--- src/hdl/grm_pkg.sv ---
`timescale 1ns / 1ps
// ----------------------------------------------------------------------------
// grm_pkg
// Shared constants, types and the arctangent table of the grid ray marcher.
// ----------------------------------------------------------------------------
package grm_pkg;

  // Grid geometry.
  localparam int MAP_SIDE  = 64;
  localparam int MAP_W     = $clog2(MAP_SIDE);
  localparam int MAP_A_W   = 2 * MAP_W;
  localparam int MAP_DEPTH = MAP_SIDE * MAP_SIDE;

  // Angles and rotation unit.
  localparam int TURN_UNITS   = 5760;
  localparam int HEAD_W       = 13;
  localparam int ANG_W        = 32;
  localparam int CS_W         = 34;
  localparam int CORDIC_STEPS = 30;
  localparam int CSTEP_W      = 5;
  localparam logic signed [CS_W-1:0] CORDIC_GAIN = 34'sd652032874;

  // Divider unit.
  localparam int DIV_NUM_W = 45;
  localparam int DIV_DEN_W = 13;
  localparam int DIV_CNT_W = 6;

  // Ray positions (Q32 cells), steps, offsets (Q16) and squared distances.
  localparam int POS_W  = 42;
  localparam int STEP_W = 36;
  localparam int OFF_W  = 26;
  localparam int D2_W   = 48;
  localparam int DIST_W = 24;
  localparam int SQRT_STEPS = D2_W / 2;
  localparam int SQRT_CNT_W = $clog2(SQRT_STEPS + 1);

  localparam int OUT_W = 22;
  localparam logic [OUT_W-1:0] DIST_MAX = {OUT_W{1'b1}};

  // Configuration registers.
  localparam int APB_AW = 3;
  localparam logic REG_STEP_DIV   = 1'b0;
  localparam logic REG_VIEW_LIMIT = 1'b1;
  localparam logic [7:0] STEP_DIV_RESET   = 8'd50;
  localparam logic [5:0] VIEW_LIMIT_RESET = 6'd11;

  typedef struct packed {
    logic busy;
    logic done;
  } unit_stat_t;

  // Arctangent of 2^-i as a fraction of a full turn, 32-bit scale.
  function automatic logic [30:0] atan_turn(input logic [CSTEP_W-1:0] i);
    logic [30:0] v;
    case (i)
      5'd0:  v = 31'd536870912;
      5'd1:  v = 31'd316933406;
      5'd2:  v = 31'd167458907;
      5'd3:  v = 31'd85004756;
      5'd4:  v = 31'd42667331;
      5'd5:  v = 31'd21354465;
      5'd6:  v = 31'd10679838;
      5'd7:  v = 31'd5340245;
      5'd8:  v = 31'd2670163;
      5'd9:  v = 31'd1335087;
      5'd10: v = 31'd667544;
      5'd11: v = 31'd333772;
      5'd12: v = 31'd166886;
      5'd13: v = 31'd83443;
      5'd14: v = 31'd41722;
      5'd15: v = 31'd20861;
      5'd16: v = 31'd10430;
      5'd17: v = 31'd5215;
      5'd18: v = 31'd2608;
      5'd19: v = 31'd1304;
      5'd20: v = 31'd652;
      5'd21: v = 31'd326;
      5'd22: v = 31'd163;
      5'd23: v = 31'd81;
      5'd24: v = 31'd41;
      5'd25: v = 31'd20;
      5'd26: v = 31'd10;
      5'd27: v = 31'd5;
      5'd28: v = 31'd3;
      5'd29: v = 31'd1;
      default: v = 31'd0;
    endcase
    return v;
  endfunction

endpackage

--- src/hdl/grm_cordic.sv ---
`timescale 1ns / 1ps
// ----------------------------------------------------------------------------
// grm_cordic
// Iterative rotation unit giving cosine and sine in Q30, one step per cycle.
// ----------------------------------------------------------------------------
module grm_cordic (
  input  logic                            clk,
  input  logic                            rst,
  input  logic                            start,
  input  logic [grm_pkg::ANG_W-1:0]       angle,
  output grm_pkg::unit_stat_t             stat,
  output logic signed [grm_pkg::CS_W-1:0] cos_v,
  output logic signed [grm_pkg::CS_W-1:0] sin_v
);

  localparam logic signed [grm_pkg::CS_W-1:0] QUARTER = 34'sd1073741824;
  localparam logic signed [grm_pkg::CS_W-1:0] HALF    = 34'sd2147483648;

  logic                            busy;
  logic                            done;
  logic [grm_pkg::CSTEP_W-1:0]     i;
  logic signed [grm_pkg::CS_W-1:0] x, y, z;
  logic                            flip;
  logic signed [grm_pkg::CS_W-1:0] z_in, z_fold, xs, ys, at;
  logic                            flip_in;

  always_comb begin
    z_in    = $signed({{(grm_pkg::CS_W-grm_pkg::ANG_W){angle[grm_pkg::ANG_W-1]}}, angle});
    z_fold  = z_in;
    flip_in = 1'b0;
    // Angles beyond a quarter turn are rotated by half a turn and negated after.
    if (z_in > QUARTER) begin
      z_fold  = z_in - HALF;
      flip_in = 1'b1;
    end else if (z_in < -QUARTER) begin
      z_fold  = z_in + HALF;
      flip_in = 1'b1;
    end
  end

  assign xs = x >>> i;
  assign ys = y >>> i;
  assign at = $signed({3'b000, grm_pkg::atan_turn(i)});

  assign stat.busy = busy;
  assign stat.done = done;
  assign cos_v     = flip ? -x : x;
  assign sin_v     = flip ? -y : y;

  always_ff @(posedge clk) begin
    if (rst) begin
      busy <= 1'b0;
      done <= 1'b0;
      i    <= '0;
    end else begin
      done <= 1'b0;
      if (start) begin
        busy <= 1'b1;
        i    <= '0;
      end else if (busy) begin
        if (i == grm_pkg::CSTEP_W'(grm_pkg::CORDIC_STEPS - 1)) begin
          busy <= 1'b0;
          done <= 1'b1;
        end else begin
          i <= i + 1'b1;
        end
      end
    end
  end

  always_ff @(posedge clk) begin
    if (start) begin
      x    <= grm_pkg::CORDIC_GAIN;
      y    <= '0;
      z    <= z_fold;
      flip <= flip_in;
    end else if (busy) begin
      if (!z[grm_pkg::CS_W-1]) begin
        x <= x - ys;
        y <= y + xs;
        z <= z - at;
      end else begin
        x <= x + ys;
        y <= y - xs;
        z <= z + at;
      end
    end
  end

endmodule

--- config.mk ---
export PLATFORM = sky130hd
export DESIGN_NAME = grm_cordic
export DESIGN_NICKNAME = d
export VERILOG_FILES = /design/src/hdl/grm_pkg.sv /design/src/hdl/grm_cordic.sv
export SDC_FILE = /design/constraint.sdc
export NUM_CORES = 1
export LEC_CHECK = 0
export ABC_AREA = 1
export BUFFER_PORTS_ARGS = -buffer_cell sky130_fd_sc_hd__buf_2
export CORE_UTILIZATION = 56
export DETAILED_ROUTE_END_ITERATION = 7
export PLACE_DENSITY_LB_ADDON = 0.25
export SKIP_CTS_REPAIR_TIMING = 1
export SYNTH_ARGS = -nofsm -noshare
export SYNTH_HDL_FRONTEND = slang
export SYNTH_SLANG_ARGS = --single-unit
--- constraint.sdc ---
create_clock -name clk -period 5.2 [get_ports clk]
set_clock_uncertainty 0.15 [all_clocks]
set_input_delay 0.78 -clock clk [delete_from_list [all_inputs] [get_ports clk]]
set_output_delay 0.78 -clock clk [all_outputs]
set_load 0.02 [all_outputs]
==> flow_summary.json <==
{
  "io_buffers": 104,
  "avgViaCountPerCell": 6.00,
  "grt_pass1_wl_mm": 102,
  "fin_cells": 3564,
  "cts_max_path_buffers": 2,
  "root_buffer": "clkbuf_16",
  "nNetsFinal": 3267,
  "dp_slack_ps": 211,
  "place_hpwl_mm": 50.2,
  "fill_cells": 3142,
  "path_clk_slew_ps": 70,
  "r2r-start": "i[2]",
  "synthTopCellsByArea": "nand2_1 15%, nand3_1 13%, dfxtp_1 11%",
  "yosysUniqueCellTypes": 60,
  "dr_total_vias": 21400,
  "die_h_um": 183,
  "antenna_found_initial": 0,
  "initial_core_util": 0.575,
  "hold_depth": 2,
  "status": "finished clean",
  "crit_start": "i[2]",
  "rsz0062_at_grt": "yes",
  "ys.warnings.count": 0,
  "setup_viol": 0,
  "fmax_mhz": 206,
  "period_needed_ps": 4860,
  "cts_tree": "done",
  "rows": 65,
  "worstPathArrival_ps": 5050,
  "ant_nets": 0,
  "synth.avg_cell_area_um2": 5.97,
  "cap_violations": 0,
  "synth_ff_type": "dfxtp_1",
  "wl_per_cell_um": 18.3,
  "hp-start": "rst",
  "grt_max_degree": 74,
  "cp_max_fo": 39,
  "rr_worst_depth": 26,
  "drc_errors": 0,
  "numPlacedInstances": 3528,
  "place_congestion": 1.04,
  "synth_seq_cells": 140,
  "tns_ps": 0,
  "track_usage": 0.383,
  "post-route-cell-area_mm2": 0.0199,
  "hold_viol_final": 0,
  "holdPathEnd": "busy",
  "area_growth_syn_to_layout_pct": 8.88,
  "worstSkewPairLatency_ps": 460,
  "grt_pass1_vias": 19800,
  "grt_overflow": 0,
  "min_path_type": "in -> reg",
  "synthCells": 3067,
  "async_flop_share": 0,
  "drt_pass1_iterations": 6,
  "p_leak_nw": 10.1,
  "timing.final.crit_share": 0.934,
  "worstReg2RegEnd": "x[30]",
  "cts_max_level": 4,
  "yosysTopAreaCellShare": 0.151,
  "peakVddDrop_v": 0.000360,
  "drt_wl_total_mm": 65.3,
  "seq_area_frac_synth": 0.172,
  "criticalPathCategory": "reg -> reg",
  "synth-edff-count": 35,
  "required_ps": 5400,
  "io-pin-count": 105,
  "reg2reg_setup_slack_ps": 340,
  "numCtsBuffers": 17,
  "dieArea_mm2": 0.0334,
  "crit_path_start_kind": "flip-flop",
  "slew_headroom": 0.424,
  "dpl_cell_area_mm2": 0.0192,
  "power_density_mw_per_mm2": 538,
  "drt_iter0_markers": 2345,
  "drive_above_1_share": 0.0978,
  "layout_setup_ws_ps": 345,
  "die_w_um": 183,
  "synth_top_cell_by_area": "nand2_1",
  "p_total_mw": 10.7,
  "crit_path_end_kind": "flip-flop",
  "synthesis.area_mm2": 0.0183,
  "syn-num-nets": 3218,
  "worst_pin_slew_ps": 856,
  "core_mm2": 0.0319,
  "clock_sinks": 140,
  "antenna_cells": 0,
  "drv_slew": 0
}
cells in the final DEF, fill, tap and decap left out, types with 9 or more instances in the layout:
cell       instances
nand2_1          737
nand3_1          474
inv_1            305
nor2_1           264
a21oi_1          202
o21ai_0          159
xor2_1           130
ha_1             112
buf_2            104
dfxtp_1          101
xnor2_1           62
buf_4             51
nor3_1            39
a31oi_1           36
edfxtp_1          35
nand4_1           31
or2_2             28
nand2_2           22
o21ai_1           21
clkbuf_16         18
nor4_1            17
a21o_1            13
nor2_2            12
inv_2             11
o21bai_1          11
o211ai_1           9
inv_6              9
stage by stage:
| stage | util | hold slack, ps |
|---|---|---|
| after floorplan | - | 377 |
| after global placement | 0.604 | 407 |
| after detailed placement | 0.604 | 428 |
| after CTS | 0.621 | 370 |
| after global routing | 0.626 | 395 |
| final | 0.626 | 388 |
per-layer routing:
layer  vias to the layer above  share of wire  track usage
met2                       984           0.47        0.664
met1                      9865           0.41        0.463
met4                         0          0.044        0.173
met5                         -              0            0
li1                      10400              -            -
met3                       177          0.079       0.0647
cells in the mapped netlist (all sizes together), types with 5 or more instances:
cell    count
a21boi      9
a21o       13
a21oi     206
a22oi       5
a31oi      37
buf        72
clkbuf     65
dfxtp     105
edfxtp     35
ha        113
inv       316
nand2     759
nand3     479
nand4      31
nor2      277
nor3       43
nor4       18
o211ai      9
o21ai     184
o21bai     11
o221ai      8
o22ai       8
o31ai       8
or2        29
xnor2      63
xor2      132
worst max-delay path, stage by stage, from the launching register on:
cell and delay [ps]:
dfxtp_2 340, inv_2 260, buf_12 260, buf_4 200, nand2_1 70, nand2_1 70
nand2_1 70, nand3_1 110, nand2_1 110, nor2_1 150, nand3_2 150, nor2_4 180
nand2_2 80, nor3_2 180, nor2_1 100, a21oi_2 140, xor2_1 170, inv_1 70
ha_1 360, a21oi_1 150, inv_1 60, a31oi_1 150, o21ai_0 170, a2111oi_1 550
a21oi_1 140, o221ai_1 190, inv_1 50
worst max path at each step:
stage / endpoint / slack, ps / cells after the start
global placement: y[28] / 290 / 28
CTS: y[28] / 190 / 28
global route: y[33] / -40 / 31
floorplan: x[31] / 1060 / 33
finish: x[30] / 340 / 26
detailed placement: y[28] / 210 / 28
state kept, by name, indices dropped and copies added (netlist names):
| register | cells |
|---|---|
| z | 34 |
| y | 34 |
| flip | 1 |
| x | 34 |
| at | 30 |
| busy | 1 |
| i | 5 |
| done | 1 |
final cells by class:
cell class / count / area (um^2) / share of cell area
clock buffer: 17 / 425 / 0.0213
clock inverter: 15 / 145 / 0.00728
tap: 435 / 544 / 0.0273
timing repair inverter: 2 / 17.5 / 0.000878
timing repair buffer: 165 / 1100 / 0.0551
sequential: 140 / 3160 / 0.158
multi-input combinational: 2472 / 13300 / 0.669
inverter: 318 / 1210 / 0.0606
power by group:
part / internal (mW) / total (mW) / switching [mW]
Combinational: 2.76 / 7.76 / 4.99
Sequential: 1.39 / 1.73 / 0.337
Clock: 0.636 / 1.25 / 0.616
kinds of logic (layout without fill, tap and decap cells):
kind of cell | after synthesis | in the layout | share of synthesized area
simple gates | 1645 | 1645 | 0.393
buf+inv | 455 | 517 | 0.103
fa+ha+maj | 116 | 116 | 0.0805
flops | 140 | 140 | 0.172
compound gates | 516 | 516 | 0.158
xor+xnor | 195 | 195 | 0.0936
No activity file was read; power rests on OpenSTA's default activity.
