[config.mk]
export PLATFORM = sky130hd
export DESIGN_NAME = grm_divider
export DESIGN_NICKNAME = d
export VERILOG_FILES = /design/src/hdl/grm_pkg.sv /design/src/hdl/grm_divider.sv
export SDC_FILE = /design/constraint.sdc
export NUM_CORES = 1
export LEC_CHECK = 0
export BUFFER_PORTS_ARGS = -buffer_cell sky130_fd_sc_hd__buf_2
export CELL_PAD_IN_SITES_DETAIL_PLACEMENT = 1
export CELL_PAD_IN_SITES_GLOBAL_PLACEMENT = 1
export CORE_MARGIN = 10
export CORE_UTILIZATION = 43
export CTS_CLUSTER_DIAMETER = 40
export CTS_CLUSTER_SIZE = 30
export DETAILED_ROUTE_END_ITERATION = 10
export GPL_ROUTABILITY_DRIVEN = 0
export PLACE_DENSITY = 0.84
export REMOVE_ABC_BUFFERS = 1
export SYNTH_ARGS = -nofsm -noshare
export SYNTH_HDL_FRONTEND = slang
export SYNTH_SLANG_ARGS = --single-unit
[constraint.sdc]
create_clock -name clk -period 4.5 [get_ports clk]
set_input_delay 0 -clock clk [delete_from_list [all_inputs] [get_ports clk]]
set_output_delay 0 -clock clk [all_outputs]
set_load 0.02 [all_outputs]
[src/hdl/grm_pkg.sv]
`timescale 1ns / 1ps
// ----------------------------------------------------------------------------
// grm_pkg
// Shared constants, types and the arctangent table of the grid ray marcher.
// ----------------------------------------------------------------------------
package grm_pkg;

  // Grid geometry.
  localparam int MAP_SIDE  = 64;
  localparam int MAP_W     = $clog2(MAP_SIDE);
  localparam int MAP_A_W   = 2 * MAP_W;
  localparam int MAP_DEPTH = MAP_SIDE * MAP_SIDE;

  // Angles and rotation unit.
  localparam int TURN_UNITS   = 5760;
  localparam int HEAD_W       = 13;
  localparam int ANG_W        = 32;
  localparam int CS_W         = 34;
  localparam int CORDIC_STEPS = 30;
  localparam int CSTEP_W      = 5;
  localparam logic signed [CS_W-1:0] CORDIC_GAIN = 34'sd652032874;

  // Divider unit.
  localparam int DIV_NUM_W = 45;
  localparam int DIV_DEN_W = 13;
  localparam int DIV_CNT_W = 6;

  // Ray positions (Q32 cells), steps, offsets (Q16) and squared distances.
  localparam int POS_W  = 42;
  localparam int STEP_W = 36;
  localparam int OFF_W  = 26;
  localparam int D2_W   = 48;
  localparam int DIST_W = 24;
  localparam int SQRT_STEPS = D2_W / 2;
  localparam int SQRT_CNT_W = $clog2(SQRT_STEPS + 1);

  localparam int OUT_W = 22;
  localparam logic [OUT_W-1:0] DIST_MAX = {OUT_W{1'b1}};

  // Configuration registers.
  localparam int APB_AW = 3;
  localparam logic REG_STEP_DIV   = 1'b0;
  localparam logic REG_VIEW_LIMIT = 1'b1;
  localparam logic [7:0] STEP_DIV_RESET   = 8'd50;
  localparam logic [5:0] VIEW_LIMIT_RESET = 6'd11;

  typedef struct packed {
    logic busy;
    logic done;
  } unit_stat_t;

  // Arctangent of 2^-i as a fraction of a full turn, 32-bit scale.
  function automatic logic [30:0] atan_turn(input logic [CSTEP_W-1:0] i);
    logic [30:0] v;
    case (i)
      5'd0:  v = 31'd536870912;
      5'd1:  v = 31'd316933406;
      5'd2:  v = 31'd167458907;
      5'd3:  v = 31'd85004756;
      5'd4:  v = 31'd42667331;
      5'd5:  v = 31'd21354465;
      5'd6:  v = 31'd10679838;
      5'd7:  v = 31'd5340245;
      5'd8:  v = 31'd2670163;
      5'd9:  v = 31'd1335087;
      5'd10: v = 31'd667544;
      5'd11: v = 31'd333772;
      5'd12: v = 31'd166886;
      5'd13: v = 31'd83443;
      5'd14: v = 31'd41722;
      5'd15: v = 31'd20861;
      5'd16: v = 31'd10430;
      5'd17: v = 31'd5215;
      5'd18: v = 31'd2608;
      5'd19: v = 31'd1304;
      5'd20: v = 31'd652;
      5'd21: v = 31'd326;
      5'd22: v = 31'd163;
      5'd23: v = 31'd81;
      5'd24: v = 31'd41;
      5'd25: v = 31'd20;
      5'd26: v = 31'd10;
      5'd27: v = 31'd5;
      5'd28: v = 31'd3;
      5'd29: v = 31'd1;
      default: v = 31'd0;
    endcase
    return v;
  endfunction

endpackage

[src/hdl/grm_divider.sv]
`timescale 1ns / 1ps
// ----------------------------------------------------------------------------
// grm_divider
// Unsigned restoring divider, one quotient bit per cycle.
// ----------------------------------------------------------------------------
module grm_divider (
  input  logic                          clk,
  input  logic                          rst,
  input  logic                          start,
  input  logic [grm_pkg::DIV_NUM_W-1:0] num,
  input  logic [grm_pkg::DIV_DEN_W-1:0] den,
  output grm_pkg::unit_stat_t           stat,
  output logic [grm_pkg::DIV_NUM_W-1:0] quo
);

  logic [grm_pkg::DIV_CNT_W-1:0] cnt;
  logic                          done;
  logic [grm_pkg::DIV_DEN_W-1:0] rem;
  logic [grm_pkg::DIV_DEN_W:0]   rem_sh;
  logic                          take;

  assign rem_sh    = {rem, quo[grm_pkg::DIV_NUM_W-1]};
  assign take      = rem_sh >= {1'b0, den};
  assign stat.busy = cnt != '0;
  assign stat.done = done;

  always_ff @(posedge clk) begin
    if (rst) begin
      cnt  <= '0;
      done <= 1'b0;
    end else begin
      done <= 1'b0;
      if (start) begin
        cnt <= grm_pkg::DIV_CNT_W'(grm_pkg::DIV_NUM_W);
      end else if (cnt != '0) begin
        cnt <= cnt - 1'b1;
        if (cnt == grm_pkg::DIV_CNT_W'(1)) begin
          done <= 1'b1;
        end
      end
    end
  end

  // The numerator shifts out of the top of quo while quotient bits enter below.
  always_ff @(posedge clk) begin
    if (start) begin
      quo <= num;
      rem <= '0;
    end else if (cnt != '0) begin
      quo <= {quo[grm_pkg::DIV_NUM_W-2:0], take};
      rem <= take ? grm_pkg::DIV_DEN_W'(rem_sh - {1'b0, den})
                  : rem_sh[grm_pkg::DIV_DEN_W-1:0];
    end
  end

endmodule

==> key figures, run 1 <==
Outcome
  • Status: finished, final reports clean

Timing
  • Final slew viol count: 0
  • Finish-stage setup viols: 0
  • Fin. Hold Viols: 0
  • Least-Margin Pin Slew: 1.175 ns
  • Worst Skew: 0.01098 ns
  • Fmax: 343.6 MHz
  • Setup ws final: 1.590 ns
  • Max-slew headroom: a little over a fifth
  • RSZ-0062 raised after global routing: no
  • Final Critical Period: between 2 and 3 ns
  • Setup TNS Final: 0 ns
  • Post-route clock period utilization: 64.68%

CTS
  • Worst-path clk slew: 0.09 ns
  • Num CTS Buffers: 9
  • Max clock buf depth: 2
  • CTS sink count: between 60 and 70
  • Post-cts sizing count: 0
  • CTS HTree Levels: 3
  • Clk Tree Root Cell: clkbuf_8
  • Hold_buf cts: 46
  • Post-CTS Setup Inserts: 0
  • Later-pin clock latency in the skew report: 0.37 ns
  • CTS tree: yes

Worst setup path
  • CP max-delay cell: a221oi_2
  • CP Max Fanout: 11
  • CP Launch Type: flop
  • Critical setup path kind: flop to flop
  • Critical Path RT: 4.77 ns
  • CP Capture Type: flop
  • Critical path buffers and inverters: 1
  • CP top delay family: compound AO/OA/AOI/OAI gates
  • Crit path DAT: 3.18 ns
  • CP cell instances: inv_1 > ha_1 > fa_1 > nor2b_1 > o2111ai_1 > nand3_1 > a221oi_2 > nand2_1 > a311oi_1
  • Crit-path max cell delay: 0.89 ns

Yosys
  • Synth async-reset ratio: 0%
  • Mean post-synth cell area: 11.54 µm²
  • Synthesis warning total: 0
  • Number of synthesized register bits: 65
  • Seq/Total Area, Yosys: 48.80%
  • Synth Flop Type: edfxtp_1
  • Distinct cells, synth: 52
  • Synth Instances: 311
  • Post-Syn Area: 3590 µm²
  • Post-synth EDFFs: 45

Power and ir drop
  • Leak: 2.154 nW
  • PwrDens: between 500 and 600 nW/µm²
  • Worst VDD drop: about 0.00028 V

Detailed routing
  • DRT iter0 DRCs: about 150
  • Wirelength per Cell: 22.60 µm
  • DRT antenna net count: 0
  • Via count: 3142
  • Final wirelength: 12880 µm
  • DR vias/cell: 5.512
  • First-pass DRT Iterations: 4
  • DRC errors left: 0

Final layout
  • Area occupied by multi-input gates: between 1500 and 2000 µm²
  • FILL cells: roughly 890
  • Nets: 537
  • Area growth syn-to-layout: 35.38%
  • Design area: 4860 µm²
  • Fraction of layout instances using a drive strength above 1: 37.93%
  • Seq. cell area: 1752 µm²

GRT
  • Number of global-route vias before repair: 3621
  • Largest net degree at the start of global routing: 68
  • Initial antenna violation count: 1
  • GRT Total Usage: 20.67%
  • Grt ovf: 0
  • First-pass GRT wire length: 20390 µm

Worst hold path
  • Hold crit path type: input port to flop

Die
  • Number of I/O pins: around 110
  • Initial core utilization: between 40% and 50%
  • Die Ht: 111.4 µm
  • DIE WIDTH: around 110 µm
  • Row Count: 33
  • Core ar.: 8175 µm²
  • Die area: 12400 µm²

Placement
  • HPWL Detailed: between 7000 and 8000 µm
  • PortBufs: 107
  • Worst slack, placed: between 1.5 and 2 ns
  • Area after DPL: 4179 µm²

Flow run
  • Max Cap Violations: 0
-- sequential cells by signal, summed over array words and instances (netlist names) --
signal	cells
quo	45
rem	13
cnt	6
done	1
-- power by group --
part	leakage, nW	total, W	switching [W]	internal (W)
combinational	1.41	0.00109	0.000640	0.000452
sequential	0.638	0.000885	0.0000975	0.000788
clock	0.107	0.000584	0.000272	0.000312
-- synth_stat cells (all sizes together) (7+ instances only) --
cell type,count,share of area [%]
a21oi,17,2.4
buf,7,1.4
clkbuf,10,1.0
dfxtp,20,11
edfxtp,45,38
ha,16,5.6
inv,21,2.2
mux2,46,14
nand2,13,1.4
nor2,20,2.1
o21ai,7,0.98
xnor2,7,1.7
-- worst min-delay path, delay by kind of cell --
family                   cells  cell delay, ns
adder cells (fa/ha/maj)      1            0.17
buffers and inverters        1            0.11
AO/OA/AOI/OAI                1            0.13
multiplexers                 1            0.08
-- layout make-up --
type / count / share of cell area (%)
Sequential cell: 65 / 36.05
Antenna cell: 1 / 0.05149
Timing Repair Buffer: 154 / 20.65
Clock buffer: 9 / 2.549
Inverter: 21 / 1.622
Tap cell: 105 / 2.703
Multi-Input combinational cell: 208 / 34.45
Clock inverter: 7 / 1.931
-- path summary, 6_finish.rpt --
check                           slack (ns)  cells after the start  endpoint  startpoint
worst max-delay path                  1.59                      9    rem[5]     quo[44]
worst min-delay path                  0.17                      4    rem[0]      den[0]
worst max register to register        1.59                      9    rem[5]     quo[44]
worst min register to register        0.52                      2    rem[4]      rem[3]
-- cells in the final DEF, fill, tap and decap left out, drive strengths merged, types with 9 or more instances in the layout --
master / count
buf: 108
ha: 16
mux2: 46
dfxtp: 20
nor2: 20
nand2: 13
inv: 22
edfxtp: 45
clkbuf: 9
dlygate4sd3: 46
a21oi: 17
-- through the flow --
| stage | std cells | hold slack, ns | power (W) | utilization (%) |
|---|---|---|---|---|
| floorplan | 294 | 0.06465 | 0.001599 | - |
| global placement | 507 | 0.2524 | 0.001862 | 51.12 |
| detailed placement | 507 | 0.2750 | 0.001903 | 51.12 |
| CTS | 569 | 0.1506 | 0.002508 | 59.41 |
| global route | 570 | 0.1759 | 0.002711 | 59.44 |
| finish | 570 | 0.1705 | 0.002561 | 59.44 |
-- cell families (layout without fill, tap and decap cells) --
family	count (synthesis)	after routing	share of synthesized area, %
muxes	51	51	15.82
adders and majority gates	17	17	6.135
other	0	1	0
and+or+nand+nor	71	71	10.60
xor gates and xnor gates	11	11	2.684
AOI/OAI and AO/OA	58	58	11.33
buffers and inverters	38	191	4.636
DFF	65	65	48.80
-- metal layers --
metal,vias up,GRT usage [%],part of all wire (%)
met2,103,37.01,52
met3,29,7.837,7.3
li1,1449,-,-
met5,-,0,0
met1,1561,21.47,38
met4,0,7.712,2.5
(Power assumes the default switching activity.)
==> inputs of run 2 (changes only) <==
--- a/config.mk
+++ b/config.mk
@@ -9,12 +9,12 @@
 export CELL_PAD_IN_SITES_DETAIL_PLACEMENT = 1
 export CELL_PAD_IN_SITES_GLOBAL_PLACEMENT = 1
 export CORE_MARGIN = 10
-export CORE_UTILIZATION = 43
+export CORE_UTILIZATION = 36
 export CTS_CLUSTER_DIAMETER = 40
 export CTS_CLUSTER_SIZE = 30
 export DETAILED_ROUTE_END_ITERATION = 10
 export GPL_ROUTABILITY_DRIVEN = 0
-export PLACE_DENSITY = 0.84
+export PLACE_DENSITY = 0.75
 export REMOVE_ABC_BUFFERS = 1
 export SYNTH_ARGS = -nofsm -noshare
 export SYNTH_HDL_FRONTEND = slang
==> constraint.sdc (replaced) <==
create_clock -name clk -period 2.3 [get_ports clk]
set_input_delay 0 -clock clk [delete_from_list [all_inputs] [get_ports clk]]
set_output_delay 0 -clock clk [all_outputs]
set_load 0.02 [all_outputs]
==> key figures, run 2 (synthesis gave the netlist of run 1 again) <==
Timing
  • RSZ-0062 raised after global routing: yes
  • Hold_ws: 0.1104 ns
  • Fin. Hold Viols: 0
  • Final slew viol count: 0
  • Fmax: 400.2 MHz
  • Least-Margin Pin Slew: 0.6067 ns
  • Finish-stage setup viols: 12
  • Setup ws final: -0.1988 ns
  • Worst Skew: 0.01662 ns
  • Post-route clock period utilization: 108.6%
  • Final Critical Period: 2.499 ns
  • Setup TNS Final: -0.8326 ns
  • Max-slew headroom: 59.55%

Worst setup path
  • CP Max Fanout: 9
  • Crit-path max cell delay: 0.49 ns
  • CP cell instances: inv_2 > ha_4 > fa_2 > nor2b_4 > o2111ai_2 > nand3_2 > a221o_2 > mux2i_1 > a211oi_2
  • Critical setup path kind: flop to flop
  • Critical Path RT: 2.53 ns
  • CP Launch Type: flop
  • CP top delay family: compound AO/OA/AOI/OAI gates
  • Critical path buffers and inverters: 1
  • Crit path DAT: 2.73 ns
  • CP Capture Type: flop
  • CP max-delay cell: a221o_2

GRT
  • First-pass GRT wire length: ~21000 µm
  • Number of global-route vias before repair: 3789
  • GRT Total Usage: 18.45%
  • Initial antenna violation count: 0
  • Grt ovf: 0
  • Largest net degree at the start of global routing: 33

Detailed routing
  • Via count: 3344
  • DRT antenna net count: 0
  • First-pass DRT Iterations: 5
  • Final wirelength: 14220 µm
  • Wirelength per Cell: roughly 22 µm
  • DRT iter0 DRCs: 149
  • DRC errors left: 0
  • DR vias/cell: 5.283

CTS
  • Num CTS Buffers: 9
  • Worst-path clk slew: 0.08 ns
  • Later-pin clock latency in the skew report: 0.36 ns
  • Clk Tree Root Cell: clkbuf_8
  • CTS sink count: between 60 and 70
  • CTS tree: yes
  • Max clock buf depth: 2
  • CTS HTree Levels: 3

Final layout
  • Max reg flops: 45
  • ANT cells: 0
  • Most frequent cells in the layout: buf_2, mux2_2, dlygate4sd3_1, edfxtp_1, buf_4
  • Largest Register: quo
  • Most common cell after layout, fill and taps aside: buf_2
  • Finished Layout Cells: 633
  • Nets: 573
  • Fraction of layout instances using a drive strength above 1: 48.00%
  • Area growth syn-to-layout: 48.76%
  • Largest registers: quo (45), rem (13), cnt (6)

Flow run
  • Max Cap Violations: 0

Die
  • DIE WIDTH: 119.9 µm
  • Initial core utilization: 36.90%
  • Die Ht: between 100 and 150 µm
  • Die area: 14370 µm²
  • Core ar.: roughly 9700 µm²
  • Row Count: 36
  • Number of I/O pins: around 110

Worst hold path
  • Hold crit path type: input port to flop

Placement
  • PortBufs: 107
  • Dpl cells: 566
  • Worst slack, placed: -0.1435 ns
  • HPWL Detailed: 8175 µm

Outcome
  • Failing checks: negative setup slack
  • Status: complete, but fails checks

Power and ir drop
  • Tot Pwr: 0.005577 W
  • Leak: 2.343 nW
  • Worst VDD drop: 0.0006695 V
  • PwrDens: 1044 nW/µm²
==> run 2: layer usage <==
metal | vias up | wire [µm] | GRT usage (%)
li1 | 1521 | - | -
met1 | 1647 | 4905 | 17.84
met2 | 124 | 7913 | 34.73
met3 | 52 | 655 | 4.548
met4 | 0 | 741 | 10.71
met5 | - | 0 | 0
==> run 2: through the flow <==
stage          util, %  cell area (µm²)
4_1_cts          53.16             5172
2_1_floorplan        -             3502
6_report         54.89             5340
3_5_place_dp     45.96             4472
5_1_grt          54.89             5340
3_3_place_gp     45.96             4472
==> run 2: final cells by class <==
cell class,count,area (µm²)
Multi-Input combinational cell,208,1847
Inverter,21,78.83
Sequential cell,65,1757
Clock inverter,7,53.80
Timing Repair Buffer,190,1314
Fill cell,1088,4389
Clock buffer,9,123.9
Tap cell,133,166.4
==> run 2: worst register-to-register path, delay by kind of cell, from the launching register on <==
kind | cells | cell delay, ns
flip-flops | 1 | 0.41
AO/OA/AOI/OAI | 3 | 1.10
adder cells (fa/ha/maj) | 2 | 0.38
AND/OR/NAND/NOR | 2 | 0.19
multiplexers | 1 | 0.19
buffers and inverters | 1 | 0.10
==> run 2: what timing repair did <==
item                                   CTS  global route
resized for setup                        9            29
setup endpoints to repair               14            14
hold buffers                            46             0
gates cloned                             0             0
pin swaps                                1            16
endpoints found under the hold margin   50             0
buffers inserted                         1             4
==> run 2: path summary, 6_finish.rpt <==
check	start	to	slack [ns]	depth (start not counted)
worst max-delay path	quo[44]	rem[3]	-0.20	9
worst min-delay path	den[0]	rem[0]	0.11	4
worst max register to register	quo[44]	rem[3]	-0.20	9
worst min register to register	rem[1]	rem[2]	0.52	2
==> run 2: report_power, final <==
group | total [W] | leakage (nW) | internal (W) | switching, W
Sequential | 0.00175 | 0.639 | 0.00155 | 0.000204
Combinational | 0.00290 | 1.62 | 0.00134 | 0.00156
Clock | 0.000931 | 0.0822 | 0.000398 | 0.000533
Total | 0.00558 | 2.34 | 0.00328 | 0.00230
==> inputs of run 3 (changes only) <==
--- a/config.mk
+++ b/config.mk
@@ -14,7 +14,7 @@
 export CTS_CLUSTER_SIZE = 30
 export DETAILED_ROUTE_END_ITERATION = 10
 export GPL_ROUTABILITY_DRIVEN = 0
-export PLACE_DENSITY = 0.75
+export PLACE_DENSITY_LB_ADDON = 0.15
 export REMOVE_ABC_BUFFERS = 1
 export SYNTH_ARGS = -nofsm -noshare
 export SYNTH_HDL_FRONTEND = slang
==> key figures, run 3 (synthesis gave the netlist of run 1 again) <==
Outcome
  • Status: complete, but fails checks
  • Failing checks: negative setup slack

Final layout
  • Most common cell after layout, fill and taps aside: buf_2
  • Design area: 5348 µm²
  • Nets: ~580
  • Most frequent cells in the layout: buf_2, mux2_2, dlygate4sd3_1, edfxtp_1, buf_4
  • Largest registers: quo (45), rem (13), cnt (6)
  • Seq. cell area: 1754 µm²
  • Max reg flops: between 40 and 50
  • FILL cells: 1103
  • Area growth syn-to-layout: 48.97%
  • Area occupied by multi-input gates: around 1800 µm²
  • Largest Register: quo
  • Fraction of layout instances using a drive strength above 1: between 40% and 50%
  • Post-Route Utilization: 54.96%

Detailed routing
  • Via count: 3160
  • Final wirelength: approximately 12000 µm
  • Met2 Routed Length: 6538 µm
  • Met3 Wirelength: 632 µm
  • DRC errors left: 0
  • First-pass DRT Iterations: 4
  • DRT antenna net count: 0
  • DRT iter0 DRCs: 142
  • Top Layer Used: met4
  • M1 WL: 4790 µm
  • DR vias/cell: 4.938
  • Wirelength per Cell: about 19 µm

Worst hold path
  • Hold crit path type: input port to flop

CTS
  • Later-pin clock latency in the skew report: between 0.3 and 0.4 ns
  • Clk Tree Root Cell: clkbuf_8
  • CTS HTree Levels: 3
  • CTS tree: yes
  • CTS sink count: 65
  • Worst-path clk slew: ~0.07 ns
  • Max clock buf depth: 2
  • Num CTS Buffers: 9

Worst setup path
  • Crit path DAT: around 2.6 ns
  • Critical Path RT: 2.54 ns
  • CP Capture Type: flop
  • Critical setup path kind: flop to flop
  • CP Max Fanout: 6
  • R2r setup slk: -0.03 ns
  • CP Launch Type: flop

Die
  • Die area: 14370 µm²
  • Core ar.: slightly below 10000 µm²
  • Number of I/O pins: 108
  • Row Count: 36
  • Die Ht: 119.9 µm
  • DIE WIDTH: about 120 µm
  • Initial core utilization: approximately 37%

Timing
  • Post-route clock period utilization: 101.4%
  • Setup ws final: -0.03293 ns
  • Hold_ws: ~0.13 ns
  • RSZ-0062 raised after global routing: yes
  • Finish-stage setup viols: 3
  • Least-Margin Pin Slew: 0.5431 ns
  • Fin. Hold Viols: 0
  • Final slew viol count: 0
  • Fmax: 428.6 MHz
  • Max-slew headroom: between 60% and 70%
  • Worst Skew: approximately 0.011 ns
  • Final Critical Period: between 2 and 2.5 ns

GRT
  • Number of global-route vias before repair: 3558
  • First-pass GRT wire length: 18800 µm
  • GRT Total Usage: approximately 16%
  • Grt ovf: 0
  • Largest net degree at the start of global routing: 47
  • Initial antenna violation count: 1

Placement
  • Area after DPL: 4467 µm²
  • Worst slack, placed: -0.1085 ns
  • HPWL Detailed: 8099 µm
  • PortBufs: between 100 and 150

Power and ir drop
  • Worst VDD drop: 0.0004210 V
  • PwrDens: 1018 nW/µm²
  • Leak: 2.366 nW

Flow run
  • Max Cap Violations: 0
[run 3: cell types whose count changed in the layout (fill, tap and decap cells not counted), sizes merged]
cell / delta
diode: +1
buf: +6
inv: -1
clkinv: +2
clkinvlp: -1
[run 3: final timing paths]
check / start / to / cells past startpoint
worst max-delay path: quo[44] / rem[4] / 11
worst min-delay path: den[0] / rem[0] / 4
worst min register to register: cnt[1] / cnt[1] / 2
worst max register to register: quo[44] / rem[4] / 11
[run 3: final cells by class]
type	count	area share [%]
Tap cell	133	3.112
Antenna cell	1	0.04679
Clock inverter	7	0.8657
Timing Repair Buffer	196	25.39
Sequential cell	65	32.80
Multi-Input combinational cell	208	34.00
Inverter	21	1.474
Clock buffer	9	2.316
[run 3: critical path, cell delays in order (launching register included)]
cell,delay [ns]
edfxtp_1,0.41
inv_2,0.11
ha_4,0.14
fa_2,0.23
nor2b_4,0.05
o2111ai_2,0.23
nand3_2,0.11
buf_6,0.14
a221oi_4,0.29
buf_6,0.18
nand2_1,0.07
a311oi_2,0.25
[run 3: per-layer routing]
metal | GRT usage (%) | up-vias
li1 | - | 1529
met5 | 0 | -
met1 | 17.69 | 1549
met4 | 3.922 | 0
met2 | 29.75 | 71
met3 | 5.860 | 11
[run 3: repair_timing]
action / 4_1_cts / 5_1_grt
pin swaps: 2 / 20
endpoints found under the hold margin: 50 / 0
cloned: 0 / 1
gates resized for setup: 5 / 40
hold buffers: 46 / 0
setup endpoints to repair: 14 / 14
buffers inserted: 3 / 6
[run 3: power breakdown]
| group | switching, W | internal [W] |
|---|---|---|
| Combinational | 0.00146 | 0.00139 |
| Sequential | 0.000186 | 0.00154 |
| Clock | 0.000478 | 0.000389 |
[run 3: per-stage QoR]
| stage | total power (W) | setup TNS (ns) | cells |
|---|---|---|---|
| floorplan | 0.003128 | -6.595 | 294 |
| global placement | 0.004009 | 0 | 567 |
| detailed placement | 0.004058 | -0.6219 | 567 |
| CTS | 0.005038 | 0 | 632 |
| global route | 0.005820 | -0.9231 | 640 |
| finish | 0.005442 | -0.04445 | 640 |
